===== src/rtl/lbsd_pkg.sv =====
package lbsd_pkg;

  localparam int DATA_W = 16;
  localparam int CFG_COUNT = 8;
  localparam int CFG_IDX_W = $clog2(CFG_COUNT);
  localparam int FRAC_BITS_DEFAULT = 8;

  // signed working width for sums, differences and constant products
  localparam int CALC_W = 22;

  // divide by five: floor(x * RECIP / 2^SHIFT) is exact for x below 2^19
  localparam int SUM_W = 19;
  localparam int RECIP_W = 20;
  localparam int PROD_W = SUM_W + RECIP_W;
  localparam logic [RECIP_W-1:0] DIV5_RECIP = 20'd838861;
  localparam int DIV5_SHIFT = 22;

  typedef enum logic [1:0] {
    MODE_CRUISE      = 2'd0,
    MODE_CAUTION     = 2'd1,
    MODE_LANE_CHANGE = 2'd2,
    MODE_EMERGENCY   = 2'd3
  } mode_t;

  localparam logic [1:0] LANE_LEFT    = 2'd0;
  localparam logic [1:0] LANE_CENTER  = 2'd1;
  localparam logic [1:0] LANE_RIGHT   = 2'd2;
  localparam logic [1:0] LANE_UNKNOWN = 2'd3;

  typedef enum logic [CFG_IDX_W-1:0] {
    CFG_CRUISE_LIMIT            = 3'd0,
    CFG_STOP_GAP                = 3'd1,
    CFG_EMERGENCY_DISTANCE      = 3'd2,
    CFG_CHANGE_TRIGGER_DISTANCE = 3'd3,
    CFG_LANE_ADVANTAGE          = 3'd4,
    CFG_MIN_CHANGE_GAP          = 3'd5,
    CFG_STOP_ENTER_DISTANCE     = 3'd6,
    CFG_STOP_RELEASE_DISTANCE   = 3'd7
  } cfg_idx_t;

  localparam logic [DATA_W-1:0] RST_CRUISE_LIMIT            = 16'd1024;
  localparam logic [DATA_W-1:0] RST_STOP_GAP                = 16'd384;
  localparam logic [DATA_W-1:0] RST_EMERGENCY_DISTANCE      = 16'd307;
  localparam logic [DATA_W-1:0] RST_CHANGE_TRIGGER_DISTANCE = 16'd3840;
  localparam logic [DATA_W-1:0] RST_LANE_ADVANTAGE          = 16'd1024;
  localparam logic [DATA_W-1:0] RST_MIN_CHANGE_GAP          = 16'd512;
  localparam logic [DATA_W-1:0] RST_STOP_ENTER_DISTANCE     = 16'd768;
  localparam logic [DATA_W-1:0] RST_STOP_RELEASE_DISTANCE   = 16'd896;

  typedef struct packed {
    logic [DATA_W-1:0] cruise_limit;
    logic [DATA_W-1:0] stop_gap;
    logic [DATA_W-1:0] emergency_distance;
    logic [DATA_W-1:0] change_trigger_distance;
    logic [DATA_W-1:0] lane_advantage;
    logic [DATA_W-1:0] min_change_gap;
    logic [DATA_W-1:0] stop_enter_distance;
    logic [DATA_W-1:0] stop_release_distance;
  } cfg_t;

  typedef struct packed {
    logic [DATA_W-1:0]        left_distance;
    logic [DATA_W-1:0]        center_distance;
    logic [DATA_W-1:0]        right_distance;
    logic signed [DATA_W-1:0] left_speed;
    logic signed [DATA_W-1:0] center_speed;
    logic signed [DATA_W-1:0] right_speed;
    logic [DATA_W-1:0]        own_speed;
    logic [1:0]               lane_now;
  } sensor_t;

  typedef struct packed {
    mode_t             mode;
    logic [1:0]        lane;
    logic [DATA_W-1:0] raw_speed;
    logic              latch_next;
    logic              emergency;
  } decision_t;

endpackage


===== src/rtl/lbsd_ifs.sv =====
interface lbsd_in_if;
  logic                                valid;
  logic                                ready;
  logic [lbsd_pkg::DATA_W-1:0]         left_distance;
  logic [lbsd_pkg::DATA_W-1:0]         center_distance;
  logic [lbsd_pkg::DATA_W-1:0]         right_distance;
  logic signed [lbsd_pkg::DATA_W-1:0]  left_speed;
  logic signed [lbsd_pkg::DATA_W-1:0]  center_speed;
  logic signed [lbsd_pkg::DATA_W-1:0]  right_speed;
  logic [lbsd_pkg::DATA_W-1:0]         own_speed;
  logic [1:0]                          lane_now;

  modport source (
    output valid, left_distance, center_distance, right_distance,
           left_speed, center_speed, right_speed, own_speed, lane_now,
    input  ready
  );
  modport sink (
    input  valid, left_distance, center_distance, right_distance,
           left_speed, center_speed, right_speed, own_speed, lane_now,
    output ready
  );
endinterface

interface lbsd_out_if;
  logic                        valid;
  logic                        ready;
  lbsd_pkg::mode_t             mode;
  logic [1:0]                  lane_out;
  logic [lbsd_pkg::DATA_W-1:0] speed_out;

  modport source (
    output valid, mode, lane_out, speed_out,
    input  ready
  );
  modport sink (
    input  valid, mode, lane_out, speed_out,
    output ready
  );
endinterface


===== src/rtl/lbsd_cfg.sv =====
module lbsd_cfg (
  input  logic                              clk,
  input  logic                              rst,
  input  logic                              cfg_write,
  input  logic [lbsd_pkg::CFG_IDX_W-1:0]    cfg_index,
  input  logic [lbsd_pkg::DATA_W-1:0]       cfg_data,
  output lbsd_pkg::cfg_t                    cfg
);

  always_ff @(posedge clk) begin
    if (rst) begin
      cfg.cruise_limit            <= lbsd_pkg::RST_CRUISE_LIMIT;
      cfg.stop_gap                <= lbsd_pkg::RST_STOP_GAP;
      cfg.emergency_distance      <= lbsd_pkg::RST_EMERGENCY_DISTANCE;
      cfg.change_trigger_distance <= lbsd_pkg::RST_CHANGE_TRIGGER_DISTANCE;
      cfg.lane_advantage          <= lbsd_pkg::RST_LANE_ADVANTAGE;
      cfg.min_change_gap          <= lbsd_pkg::RST_MIN_CHANGE_GAP;
      cfg.stop_enter_distance     <= lbsd_pkg::RST_STOP_ENTER_DISTANCE;
      cfg.stop_release_distance   <= lbsd_pkg::RST_STOP_RELEASE_DISTANCE;
    end else if (cfg_write) begin
      unique case (lbsd_pkg::cfg_idx_t'(cfg_index))
        lbsd_pkg::CFG_CRUISE_LIMIT:            cfg.cruise_limit            <= cfg_data;
        lbsd_pkg::CFG_STOP_GAP:                cfg.stop_gap                <= cfg_data;
        lbsd_pkg::CFG_EMERGENCY_DISTANCE:      cfg.emergency_distance      <= cfg_data;
        lbsd_pkg::CFG_CHANGE_TRIGGER_DISTANCE: cfg.change_trigger_distance <= cfg_data;
        lbsd_pkg::CFG_LANE_ADVANTAGE:          cfg.lane_advantage          <= cfg_data;
        lbsd_pkg::CFG_MIN_CHANGE_GAP:          cfg.min_change_gap          <= cfg_data;
        lbsd_pkg::CFG_STOP_ENTER_DISTANCE:     cfg.stop_enter_distance     <= cfg_data;
        lbsd_pkg::CFG_STOP_RELEASE_DISTANCE:   cfg.stop_release_distance   <= cfg_data;
        default: ;
      endcase
    end
  end

endmodule


===== src/rtl/lbsd_decide.sv =====
module lbsd_decide #(
  parameter int FRAC_BITS = lbsd_pkg::FRAC_BITS_DEFAULT
) (
  input  lbsd_pkg::sensor_t   item,
  input  lbsd_pkg::cfg_t      cfg,
  input  logic                latched,
  output lbsd_pkg::decision_t dec
);

  localparam int W = lbsd_pkg::CALC_W;
  localparam logic signed [W-1:0] ONE  = W'(1 << FRAC_BITS);
  localparam logic signed [W-1:0] HALF = W'(1 << (FRAC_BITS - 1));
  localparam logic signed [W-1:0] TWO  = W'(2 << FRAC_BITS);
  localparam logic signed [W-1:0] ZERO = W'(0);
  localparam logic signed [W-1:0] K4   = W'(4);
  localparam logic signed [W-1:0] K5   = W'(5);
  localparam logic signed [W-1:0] K7   = W'(7);
  localparam logic signed [W-1:0] K10  = W'(10);

  logic signed [W-1:0] lane_dist [3];
  logic signed [W-1:0] spd  [3];

  always_comb begin
    lane_dist[0] = signed'(W'(item.left_distance));
    lane_dist[1] = signed'(W'(item.center_distance));
    lane_dist[2] = signed'(W'(item.right_distance));
    spd[0]  = W'(item.left_speed);
    spd[1]  = W'(item.center_speed);
    spd[2]  = W'(item.right_speed);
  end

  logic [1:0]          curr, best, next;
  logic signed [W-1:0] ego, vmax, front, fspeed, safe, err, cand, hi;
  logic signed [W-1:0] raw, best_dist, gd, gs, slide;
  logic                set_latch, hold, release_cond, gap_ok;
  lbsd_pkg::mode_t     mode;

  always_comb begin
    curr = (item.lane_now == lbsd_pkg::LANE_UNKNOWN) ? lbsd_pkg::LANE_CENTER
                                                     : item.lane_now;
    ego    = signed'(W'(item.own_speed));
    vmax   = signed'(W'(cfg.cruise_limit));
    front  = lane_dist[curr];
    fspeed = spd[curr];
    safe   = signed'(W'(cfg.stop_gap)) + ego;
    raw    = vmax;
    mode   = lbsd_pkg::MODE_CRUISE;
    err    = front - safe;
    cand   = fspeed + (err >>> 1);
    hi     = fspeed - HALF;
    if (hi < ZERO) hi = ZERO;

    // gap-based following
    if (front < (safe <<< 1)) begin
      mode = lbsd_pkg::MODE_CAUTION;
      if (err < ZERO) begin
        raw = (cand > hi) ? hi : cand;
      end else begin
        raw = (cand > vmax) ? vmax : cand;
      end
      if (raw < ZERO) raw = ZERO;
    end

    // traffic-jam standstill latch with release hysteresis
    set_latch = (K5 * ego < ONE)
             && (front < signed'(W'(cfg.stop_enter_distance)))
             && (K5 * fspeed < ONE);
    release_cond = (front > signed'(W'(cfg.stop_release_distance))) || (fspeed > ONE);
    hold = (latched || set_latch) && !release_cond;
    if (hold) begin
      raw  = ZERO;
      mode = lbsd_pkg::MODE_CAUTION;
    end

    // clearer lane search, left to right
    best      = curr;
    best_dist = front;
    for (int i = 0; i < 3; i++) begin
      if ((2'(i) != curr)
          && (lane_dist[i] > best_dist + signed'(W'(cfg.lane_advantage)))) begin
        best      = 2'(i);
        best_dist = lane_dist[i];
      end
    end
    // neighbour one step towards the clearer lane, own lane when there is none
    next   = (best > curr) ? curr + 2'd1 : (best < curr) ? curr - 2'd1 : curr;
    gd     = lane_dist[next];
    gs     = spd[next];
    gap_ok = (gd > signed'(W'(cfg.min_change_gap))) && (K10 * gd > K7 * ego);
    slide  = gs - HALF;
    if (slide < ZERO || K5 * gs < ONE) slide = ZERO;

    if ((front < signed'(W'(cfg.change_trigger_distance)))
        && (K5 * fspeed < K4 * vmax) && !hold && (best != curr)) begin
      if (gap_ok) begin
        mode = lbsd_pkg::MODE_LANE_CHANGE;
        raw  = ego + HALF;
        if (raw < TWO) raw = TWO;
        if (raw > vmax) raw = vmax;
      end else if (slide < raw) begin
        raw = slide;
      end
    end

    dec.emergency  = front < signed'(W'(cfg.emergency_distance));
    dec.mode       = dec.emergency ? lbsd_pkg::MODE_EMERGENCY : mode;
    dec.lane       = (mode == lbsd_pkg::MODE_LANE_CHANGE) ? next : curr;
    dec.raw_speed  = raw[lbsd_pkg::DATA_W-1:0];
    dec.latch_next = hold;
  end

endmodule


===== src/rtl/lane_behavior_speed_decider.sv =====
// Lane behaviour and speed decider. Takes one sensor item per clock: nearest
// obstacle distance and speed for the left, centre and right lanes, own speed
// and current lane, and returns one item with behaviour mode, target lane and
// smoothed target speed. Items pass through an input register and a result
// register; an item waits in the first until the second can take its result,
// and a new item is taken every cycle while the consumer keeps up. The decision and
// the 0.2/0.8 smoothing update close their feedback within the single stage
// between the two registers, so back-to-back items see each other's state.
// Configuration registers are written through cfg_write/cfg_index/cfg_data
// and should only change while no item is in flight.
module lane_behavior_speed_decider #(
  parameter int FRAC_BITS = lbsd_pkg::FRAC_BITS_DEFAULT
) (
  input  logic                           clk,
  input  logic                           rst,
  lbsd_in_if.sink                        sensors,
  lbsd_out_if.source                     decision,
  input  logic                           cfg_write,
  input  logic [lbsd_pkg::CFG_IDX_W-1:0] cfg_index,
  input  logic [lbsd_pkg::DATA_W-1:0]    cfg_data
);

  lbsd_pkg::cfg_t      cfg;
  lbsd_pkg::sensor_t   s1_item;
  lbsd_pkg::decision_t dec;
  logic                s1_valid;
  logic                s1_move;
  logic                in_ready;
  logic                out_valid;
  logic [lbsd_pkg::DATA_W-1:0] smoothed_speed;
  logic [lbsd_pkg::DATA_W-1:0] smoothed_speed_next;
  logic                standstill_latched;
  logic [lbsd_pkg::SUM_W-1:0]  smooth_sum;
  logic [lbsd_pkg::PROD_W-1:0] smooth_prod;

  lbsd_cfg u_cfg (
    .clk       (clk),
    .rst       (rst),
    .cfg_write (cfg_write),
    .cfg_index (cfg_index),
    .cfg_data  (cfg_data),
    .cfg       (cfg)
  );

  lbsd_decide #(.FRAC_BITS(FRAC_BITS)) u_decide (
    .item    (s1_item),
    .cfg     (cfg),
    .latched (standstill_latched),
    .dec     (dec)
  );

  assign s1_move        = s1_valid && (!out_valid || decision.ready);
  assign in_ready       = !s1_valid || s1_move;
  assign sensors.ready  = in_ready;
  assign decision.valid = out_valid;

  // (raw + 4*smoothed + 2) / 5, rounded to nearest
  assign smooth_sum  = lbsd_pkg::SUM_W'(dec.raw_speed)
                     + {1'b0, smoothed_speed, 2'b00}
                     + lbsd_pkg::SUM_W'(2);
  assign smooth_prod = lbsd_pkg::PROD_W'(smooth_sum)
                     * lbsd_pkg::PROD_W'(lbsd_pkg::DIV5_RECIP);
  assign smoothed_speed_next = dec.emergency ? '0
      : smooth_prod[lbsd_pkg::DIV5_SHIFT +: lbsd_pkg::DATA_W];

  always_ff @(posedge clk) begin
    if (rst) begin
      s1_valid <= 1'b0;
    end else if (in_ready) begin
      s1_valid <= sensors.valid;
    end
  end

  always_ff @(posedge clk) begin
    if (sensors.valid && in_ready) begin
      s1_item.left_distance   <= sensors.left_distance;
      s1_item.center_distance <= sensors.center_distance;
      s1_item.right_distance  <= sensors.right_distance;
      s1_item.left_speed      <= sensors.left_speed;
      s1_item.center_speed    <= sensors.center_speed;
      s1_item.right_speed     <= sensors.right_speed;
      s1_item.own_speed       <= sensors.own_speed;
      s1_item.lane_now        <= sensors.lane_now;
    end
  end

  always_ff @(posedge clk) begin
    if (rst) begin
      out_valid          <= 1'b0;
      smoothed_speed     <= '0;
      standstill_latched <= 1'b0;
    end else if (s1_move) begin
      out_valid          <= 1'b1;
      smoothed_speed     <= smoothed_speed_next;
      standstill_latched <= dec.latch_next;
    end else if (decision.ready) begin
      out_valid <= 1'b0;
    end
  end

  always_ff @(posedge clk) begin
    if (s1_move) begin
      decision.mode      <= dec.mode;
      decision.lane_out  <= dec.lane;
      decision.speed_out <= smoothed_speed_next;
    end
  end

  a_emergency_zero: assert property (@(posedge clk) disable iff (rst)
    out_valid && decision.mode == lbsd_pkg::MODE_EMERGENCY |-> decision.speed_out == '0)
    else $error("emergency result with non-zero speed");

  a_lane_known: assert property (@(posedge clk) disable iff (rst)
    out_valid |-> decision.lane_out != lbsd_pkg::LANE_UNKNOWN)
    else $error("target lane out of range");

  a_speed_state: assert property (@(posedge clk) disable iff (rst)
    out_valid |-> decision.speed_out == smoothed_speed)
    else $error("result speed differs from smoothing state");

  a_move_fills: assert property (@(posedge clk) disable iff (rst)
    s1_move |=> out_valid)
    else $error("decided item lost");

  a_change_unlatched: assert property (@(posedge clk) disable iff (rst)
    out_valid && decision.mode == lbsd_pkg::MODE_LANE_CHANGE |-> !standstill_latched)
    else $error("lane change while standstill latched");

endmodule

===== src/flat_wrapper.sv =====
// flat-port wrapper written by rule: the top's interface ports become plain ports
module lane_behavior_speed_decider_flat 
#(
  parameter int FRAC_BITS = lbsd_pkg::FRAC_BITS_DEFAULT
)
  (clk, rst, cfg_write, cfg_index, cfg_data, sensors_valid, sensors_left_distance, sensors_center_distance, sensors_right_distance, sensors_left_speed, sensors_center_speed, sensors_right_speed, sensors_own_speed, sensors_lane_now, sensors_ready, decision_valid, decision_mode, decision_lane_out, decision_speed_out, decision_ready);
  lbsd_in_if sensors_i ();
  lbsd_out_if decision_i ();
  input  logic clk;
  input  logic rst;
  input  logic cfg_write;
  input  logic [lbsd_pkg::CFG_IDX_W-1:0] cfg_index;
  input  logic [lbsd_pkg::DATA_W-1:0] cfg_data;
  input wire logic [$bits(sensors_i.valid)-1:0] sensors_valid;
  input wire logic [$bits(sensors_i.left_distance)-1:0] sensors_left_distance;
  input wire logic [$bits(sensors_i.center_distance)-1:0] sensors_center_distance;
  input wire logic [$bits(sensors_i.right_distance)-1:0] sensors_right_distance;
  input wire logic [$bits(sensors_i.left_speed)-1:0] sensors_left_speed;
  input wire logic [$bits(sensors_i.center_speed)-1:0] sensors_center_speed;
  input wire logic [$bits(sensors_i.right_speed)-1:0] sensors_right_speed;
  input wire logic [$bits(sensors_i.own_speed)-1:0] sensors_own_speed;
  input wire logic [$bits(sensors_i.lane_now)-1:0] sensors_lane_now;
  output wire logic [$bits(sensors_i.ready)-1:0] sensors_ready;
  output wire logic [$bits(decision_i.valid)-1:0] decision_valid;
  output wire logic [$bits(decision_i.mode)-1:0] decision_mode;
  output wire logic [$bits(decision_i.lane_out)-1:0] decision_lane_out;
  output wire logic [$bits(decision_i.speed_out)-1:0] decision_speed_out;
  input wire logic [$bits(decision_i.ready)-1:0] decision_ready;
  assign sensors_i.valid = sensors_valid;
  assign sensors_i.left_distance = sensors_left_distance;
  assign sensors_i.center_distance = sensors_center_distance;
  assign sensors_i.right_distance = sensors_right_distance;
  assign sensors_i.left_speed = sensors_left_speed;
  assign sensors_i.center_speed = sensors_center_speed;
  assign sensors_i.right_speed = sensors_right_speed;
  assign sensors_i.own_speed = sensors_own_speed;
  assign sensors_i.lane_now = sensors_lane_now;
  assign sensors_ready = sensors_i.ready;
  assign decision_valid = decision_i.valid;
  assign decision_mode = decision_i.mode;
  assign decision_lane_out = decision_i.lane_out;
  assign decision_speed_out = decision_i.speed_out;
  assign decision_i.ready = decision_ready;
  lane_behavior_speed_decider #(.FRAC_BITS(FRAC_BITS)) u_core (.clk(clk), .rst(rst), .sensors(sensors_i), .decision(decision_i), .cfg_write(cfg_write), .cfg_index(cfg_index), .cfg_data(cfg_data));
endmodule

===== config.mk =====
export PLATFORM = sky130hd
export DESIGN_NAME = lane_behavior_speed_decider_flat
export DESIGN_NICKNAME = d
export VERILOG_FILES = /design/src/rtl/lbsd_pkg.sv /design/src/rtl/lbsd_ifs.sv /design/src/rtl/lbsd_cfg.sv /design/src/rtl/lbsd_decide.sv /design/src/rtl/lane_behavior_speed_decider.sv /design/src/flat_wrapper.sv
export SDC_FILE = /design/constraint.sdc
export NUM_CORES = 2
export LEC_CHECK = 0
export ABC_AREA = 1
export ABC_CLOCK_PERIOD_IN_PS = 27400
export BUFFER_PORTS_ARGS = -buffer_cell sky130_fd_sc_hd__buf_2
export CAP_MARGIN = 5
export CORE_UTILIZATION = 39
export CTS_BUF_LIST = sky130_fd_sc_hd__clkbuf_2
export DETAILED_ROUTE_END_ITERATION = 16
export GPL_TIMING_DRIVEN = 0
export PLACE_DENSITY_LB_ADDON = 0.12
export SYNTH_ARGS = -nofsm -noshare
export SYNTH_HDL_FRONTEND = slang
export SYNTH_SLANG_ARGS = --single-unit

===== constraint.sdc =====
create_clock -name clk -period 27.4 [get_ports clk]
set_input_delay 6.85 -clock clk [delete_from_list [all_inputs] [get_ports clk]]
set_output_delay 6.85 -clock clk [all_outputs]
set_load 0.05 [all_outputs]

## Word-level counts from Yosys, hierarchy flattened

Cells that the tools add are included.

| word-level totals | value |
|---|---|
| input bits | 138 |
| logic and storage cells | 160 |
| bits in registers | 281 |
| output and inout port bits | 22 |

| cells by class | value |
|---|---|
| $mul | 6 |
| add/sub/neg operators | 13 |
| reductions and logical operators | 32 |
| $lt $le $gt $ge | 28 |
| bitwise operators | 2 |
| multiplexer cells | 44 |
| equality and inequality tests | 12 |

Operators by type and width:

| kind | count |
|---|---|
| 2-to-1 mux 22 bit | 21 |
| binary-select mux 22 bit (select 2 bit) | 4 |
| > comparator 22 x 17 -> 1 bit | 4 |
| less-than comparator 22 x 1 -> 1 bit, second input constant | 4 |
| 2-to-1 mux 16 bit | 5 |
| adder 22 x 17 -> 22 bit | 3 |
| > comparator 17 x 22 -> 1 bit | 3 |
| less-than comparator 22 x 17 -> 1 bit | 3 |
| less-than comparator 22 x 10 -> 1 bit, second input constant | 2 |
| less-than comparator 22 x 19 -> 1 bit | 2 |
| multiplier 4 x 22 -> 22 bit, first input constant | 2 |
| subtractor 22 x 9 -> 22 bit, second input constant | 2 |
| multiplier 19 x 20 -> 38 bit, second input constant | 1 |
| multiplier 3 x 16 -> 19 bit, first input constant | 2 |
| adder 22 x 21 -> 22 bit | 1 |
| > comparator 22 x 10 -> 1 bit, second input constant | 1 |
| > comparator 22 x 20 -> 1 bit | 1 |
| > comparator 22 bit | 1 |
| less-than comparator 22 bit | 1 |
| multiplier 4 x 22 -> 21 bit, first input constant | 1 |
| subtractor 22 x 18 -> 22 bit | 1 |
| 2-to-1 mux 2 bit | 10 |
| adder 16 x 18 -> 19 bit | 1 |
| adder 19 x 2 -> 19 bit, second input constant | 1 |
| other kinds (25) | 60 |

## Longest topological paths before layout

| logic depth | value |
|---|---|
| depth in word-level cells | 38 |
| mapped depth | 177 |
| gate-level depth less buffers | 168 |

## Hierarchy

A second synthesis with hierarchy kept.

| unflattened totals | value |
|---|---|
| cells, all modules | 4766 |
| area, all modules | 34854.7 um2 |

By module, submodules not included:

| module | area each (um2) | instances | cells each | sequential area each (um2) |
|---|---|---|---|---|
| lbsd_decide | 18301.3 | 1 | 2921 | 0.0 |
| lane_behavior_speed_decider | 11514.8 | 1 | 1134 | 4404.2 |
| lbsd_cfg | 5038.6 | 1 | 711 | 2562.5 |

## Least setup slack after synthesis

OpenSTA, ideal clock, no wires.

| timing | value |
|---|---|
| path type | reg-to-reg |
| start point | register u_core.s1_item[0] in the netlist's numbering |
| end point | register u_core.decision.speed_out[9], data pin |
| buffers on the path | 10 |
| setup time | 0.253 ns |
| path slack | 2.312 ns |
| data arrival time | 24.836 ns |
| data required time | 27.147 ns |
| period minus slack after synthesis | 25.088 ns |
| stages on the path, launching flop included | 171 |
| cells stage by stage | edfxtp_1 -> buf_4 -> inv_2 -> nand2_2 -> buf_2 -> clkbuf_1 -> clkbuf_1 -> inv_1 -> nand2_1 -> o221ai_1 -> ha_1 -> nand3_1 -> nand2_1 -> a21oi_1 -> o21bai_1 -> a21oi_1 -> o21ai_0 -> a21oi_1 -> [135 not listed] -> inv_1 -> fa_1 -> inv_1 -> ha_1 -> nand2_1 -> nor2_1 -> inv_1 -> nor2_1 -> nor2_1 -> o21ai_0 -> a21oi_1 -> nand2_1 -> a21o_1 -> nand2_1 -> nand2_1 -> nand2_1 -> nand3_1 -> inv_1 |

| between the ends | value |
|---|---|
| longest elaborated chain between the ends | 37 |
| elaborated cells between the ends (all ways) | 93 |
| classes of those cells | add/sub: 11; mul: 4; order compare: 23; eq/ne: 4; mux: 33; bitwise: 2; reduce/logical: 16 |

Ends and longest elaborated chain:

| item | RTL line | source |
|---|---|---|
| start, declared | lane_behavior_speed_decider.sv:24 | `lbsd_pkg::sensor_t s1_item;` |
| == test 2 bit | lbsd_decide.sv:39 | `curr = (item.lane_now == lbsd_pkg::LANE_UNKNOWN) ? lbsd_pkg::LANE_CENTER` |
| 2-to-1 mux 2 bit (*) | lbsd_decide.sv:39 |  |
| NOT 2 -> 3 bit (implied by the code) | lbsd_decide.sv:43, lbsd_decide.sv:44 |  |
| binary-select mux 22 bit (select 2 bit) | lbsd_decide.sv:43 | `front = lane_dist[curr];` |
| 2-to-1 mux 22 bit (implied by the code) (2 in a row) | lbsd_decide.sv:43 |  |
| adder 22 x 17 -> 22 bit | lbsd_decide.sv:80 | `&& (lane_dist[i] > best_dist + signed'(W'(cfg.lane_advantage)))) begin` |
| > comparator 17 x 22 -> 1 bit | lbsd_decide.sv:80 |  |
| logical AND 1 bit | lbsd_decide.sv:80 |  |
| [21 not listed] | - |  |
| 2-to-1 mux 16 bit | lbsd_decide.sv:100 | `end else if (slide < raw) begin` |
| 2-to-1 mux 16 bit | lbsd_decide.sv:95 | `if (gap_ok) begin` |
| 2-to-1 mux 16 bit | lbsd_decide.sv:93 | `if ((front < signed'(W'(cfg.change_trigger_distance)))` |
| adder 16 x 18 -> 19 bit | lane_behavior_speed_decider.sv:59 | `+ {1'b0, smoothed_speed, 2'b00}` |
| adder 19 x 2 -> 19 bit | lane_behavior_speed_decider.sv:60 | `+ lbsd_pkg::SUM_W'(2);` |
| multiplier 19 x 20 -> 38 bit | lane_behavior_speed_decider.sv:62 | `* lbsd_pkg::PROD_W'(lbsd_pkg::DIV5_RECIP);` |
| 2-to-1 mux 16 bit (*) | lane_behavior_speed_decider.sv:63 | `assign smoothed_speed_next = dec.emergency ? '0` |
| named net u_core.smoothed_speed_next, one bit | lane_behavior_speed_decider.sv:31 | `logic [lbsd_pkg::DATA_W-1:0] smoothed_speed_next;` |
| end signal, assigned | lane_behavior_speed_decider.sv:105 | `decision.speed_out <= smoothed_speed_next;` |
| end, declared | lbsd_ifs.sv:33 | `output valid, mode, lane_out, speed_out,` |

Mark *: on every way through the listed nets, which the timed path passes. The rest lies on a longest branch. The select of a mux whose other input is x is not followed.
A chain may end at the register's enable or synchronous reset.

## Worst setup path after layout

| timing | value |
|---|---|
| start point | register u_core.s1_item[0] in the netlist's numbering |
| end point | register u_core.decision.speed_out[13], data pin |

Same word-level chain as after synthesis.

==> results.json <==
{
  "cts-root-buf": "clkbuf_2",
  "route.detailed.drc": 0,
  "yosysUniqueCellTypes": 71,
  "core_area_um2": 85100,
  "hpwl_mm": 94.6,
  "syn_avg_cell_area_um2": 7.66,
  "io_pins": 160,
  "grt_max_degree": 101,
  "vias": 31041,
  "avgViaCountPerCell": 5.25,
  "crit_path_end_kind": "flip-flop",
  "syn_area_um2": 33500,
  "cts_hold_buf": 0,
  "slew_violations": 0,
  "dr.pass1.iters": 6,
  "critPathLaunch": "u_core.s1_item[0]",
  "crit_arrival_ns": 26.65,
  "htree_levels": 3,
  "worst_pin_slew_ns": 1.14,
  "synth_flop_cell": "dfxtp_1",
  "clock-sinks": 281,
  "path_clk_slew_ns": 0.10,
  "fin_crit_ns": 25.82,
  "max_stage_delay_ns": 0.55,
  "syn_inst": 4380,
  "core.rowCount": 107,
  "cts_max_path_buffers": 3,
  "period_share_pct": 94.2,
  "yosysSeqAreaShare_pct": 20.8,
  "die-height_um": 295,
  "nNetsFinal": 5594,
  "async_flop_share_pct": 0,
  "drive_above_1_share_pct": 11.9,
  "initial_core_util_pct": 39.4,
  "dp_slack_ns": -6.66,
  "fp.dieW_um": 295,
  "antenna_found_initial": 2,
  "yosysTopAreaCell": "ha_1",
  "hold_viol": 0,
  "dpl.cell_count": 5694,
  "hp-class": "flip-flop to flip-flop",
  "fillers": 8849,
  "drv_cap": 0,
  "port_buffers": 156,
  "crit_required_ns": 28.23,
  "wl_per_cell_um": 19.5,
  "cp_slowest_cell": "fa_1",
  "finalSetupViolCount": 0,
  "fin_ws_ns": 1.58,
  "fmax_ghz": 0.0387,
  "synthMostInstantiatedCell": "inv_1",
  "grt_pass1_wl_mm": 173,
  "r2r-start": "u_core.s1_item[0]",
  "synth_top_cells_by_count": "736 x inv_1, 664 x nand2_1, 628 x ha_1, 436 x a21oi_1, 339 x nor2_1",
  "crit_path_frequent_cell": "a21oi_1",
  "synth-seq-cells": 281,
  "gp_congestion": 0.966,
  "path_class": "flip-flop to flip-flop",
  "worstReg2RegEnd": "u_core.decision.speed_out[13]",
  "cp_max_fo": 10,
  "drt_iter0_drc": 2120,
  "syn2layout_area_growth_pct": 13.5,
  "antenna_left": 0,
  "skew_ns": 0.157,
  "placed_area_um2": 35900,
  "ys_top_cells_by_area": "ha_1 23%, edfxtp_1 12%, dfxtp_1 8.8%",
  "crit_path_start_kind": "flip-flop",
  "synth_top_area_share_pct": 23.4,
  "ys.warnings.count": 0,
  "r2r_cells": 166,
  "endpoint": "u_core.decision.speed_out[13]",
  "cts_tree": "yes",
  "grt_pass1_vias": 29901,
  "synth_edf_count": 134,
  "setup_tns_ns": 0,
  "fin_area_um2": 38100,
  "clk_latency_ns": 1.21,
  "maxSlewHeadroom_pct": 23.8,
  "design.die.area_um2": 87200,
  "numCtsBuffers": 82,
  "grtUsageTotal_pct": 26.3,
  "timing.reg2reg.setup_slack_ns": 1.58,
  "routed_wl_mm": 115,
  "grt_overflow": 0,
  "outcome": "completed",
  "fin_cells": 5911
}
-- worst min-delay path by stage --
stage                         start              endpoint  cells after the start
6_report       u_core.u_cfg.cfg[16]  u_core.u_cfg.cfg[16]                      2
3_3_place_gp   u_core.u_cfg.cfg[16]  u_core.u_cfg.cfg[16]                      2
4_1_cts        u_core.u_cfg.cfg[16]  u_core.u_cfg.cfg[16]                      2
5_1_grt        u_core.u_cfg.cfg[23]  u_core.u_cfg.cfg[23]                      2
3_5_place_dp   u_core.u_cfg.cfg[16]  u_core.u_cfg.cfg[16]                      2
2_1_floorplan  u_core.u_cfg.cfg[16]  u_core.u_cfg.cfg[16]                      2
-- through the flow --
step	hold slack (ns)	util, %
floorplan	0.425	-
global placement	0.436	42.0
detailed placement	0.442	42.2
CTS	0.457	43.8
global route	0.486	44.7
finish	0.453	44.7
-- layer usage --
metal,share of wire (%),GRT usage (%)
met3,4.9,2.80
met2,46,44.4
met1,45,34.5
met5,0.011,0
met4,3.8,9.55
-- critical path, delay by kind of cell (launching register included) --
| family | cells | cell delay, ns |
|---|---|---|
| AO/OA/AOI/OAI | 69 | 9.98 |
| adder cells (fa/ha/maj) | 18 | 6.53 |
| AND/OR/NAND/NOR | 46 | 4.16 |
| buffers and inverters | 27 | 3.22 |
| XOR/XNOR | 5 | 0.81 |
| multiplexers | 1 | 0.38 |
| flip-flops | 1 | 0.36 |
-- sequential cells by signal, indices dropped and copies added (netlist names) --
signal,cells
u_core.decision.speed_out,16
u_core.decision.valid,1
u_core.smoothed_speed,16
u_core.decision.mode,2
u_core.s1_item,114
u_core.decision.lane_out,2
u_core.standstill_latched,1
u_core.s1_valid,1
u_core.u_cfg.cfg,128
-- logic make-up after synthesis --
family                     synth area share (%)
muxes                                     0.802
and+or+nand+nor                            15.9
DFF                                        20.8
buffers and inverters                      9.45
xor gates and xnor gates                   4.28
adders and majority gates                  30.7
AOI/OAI and AO/OA                          18.0
other                                    0.0224
-- repair_timing --
| item | 4_1_cts | 5_1_grt |
|---|---|---|
| pin swaps | 19 | 47 |
| setup buffers | 23 | 48 |
| gates cloned | 0 | 1 |
| setup endpoints to repair | 32 | 32 |
| gates resized for setup | 115 | 98 |
-- cell type report --
type,instances,area (um2),area share (%)
multi-input cells,3266,24000,63.1
flip-flops and latches,281,6970,18.3
inverters,758,2870,7.53
repair buffers,238,1500,3.94
well taps,1144,1430,3.76
clock buffers,116,581,1.52
plain buffers,79,539,1.42
clock inverters,27,146,0.384
diodes,2,5.00,0.0131
-- cell usage in the layout, fill, tap and decap left out, drive strengths merged, types with 11 or more instances in the layout --
cell type and count:
o221ai 22, nand3 133, o21ai 318, a21o 18, nor2 344, xnor2 47, fa 122, clkbuf 170
o21bai 45, nor3 36, nand2 679, buf 263, a31oi 24, a21oi 438, o211ai 39, ha 628
nand3b 11, mux2 23, nand4 37, o21a 25, clkinv 29, xor2 117, dfxtp 147, inv 753
o22ai 31, a22oi 20, nor4 20, edfxtp 134, a211oi 12
Power is left out: the tool's default activity adds up to more than one toggle a clock period on the data nets, which glitch-free logic cannot reach.
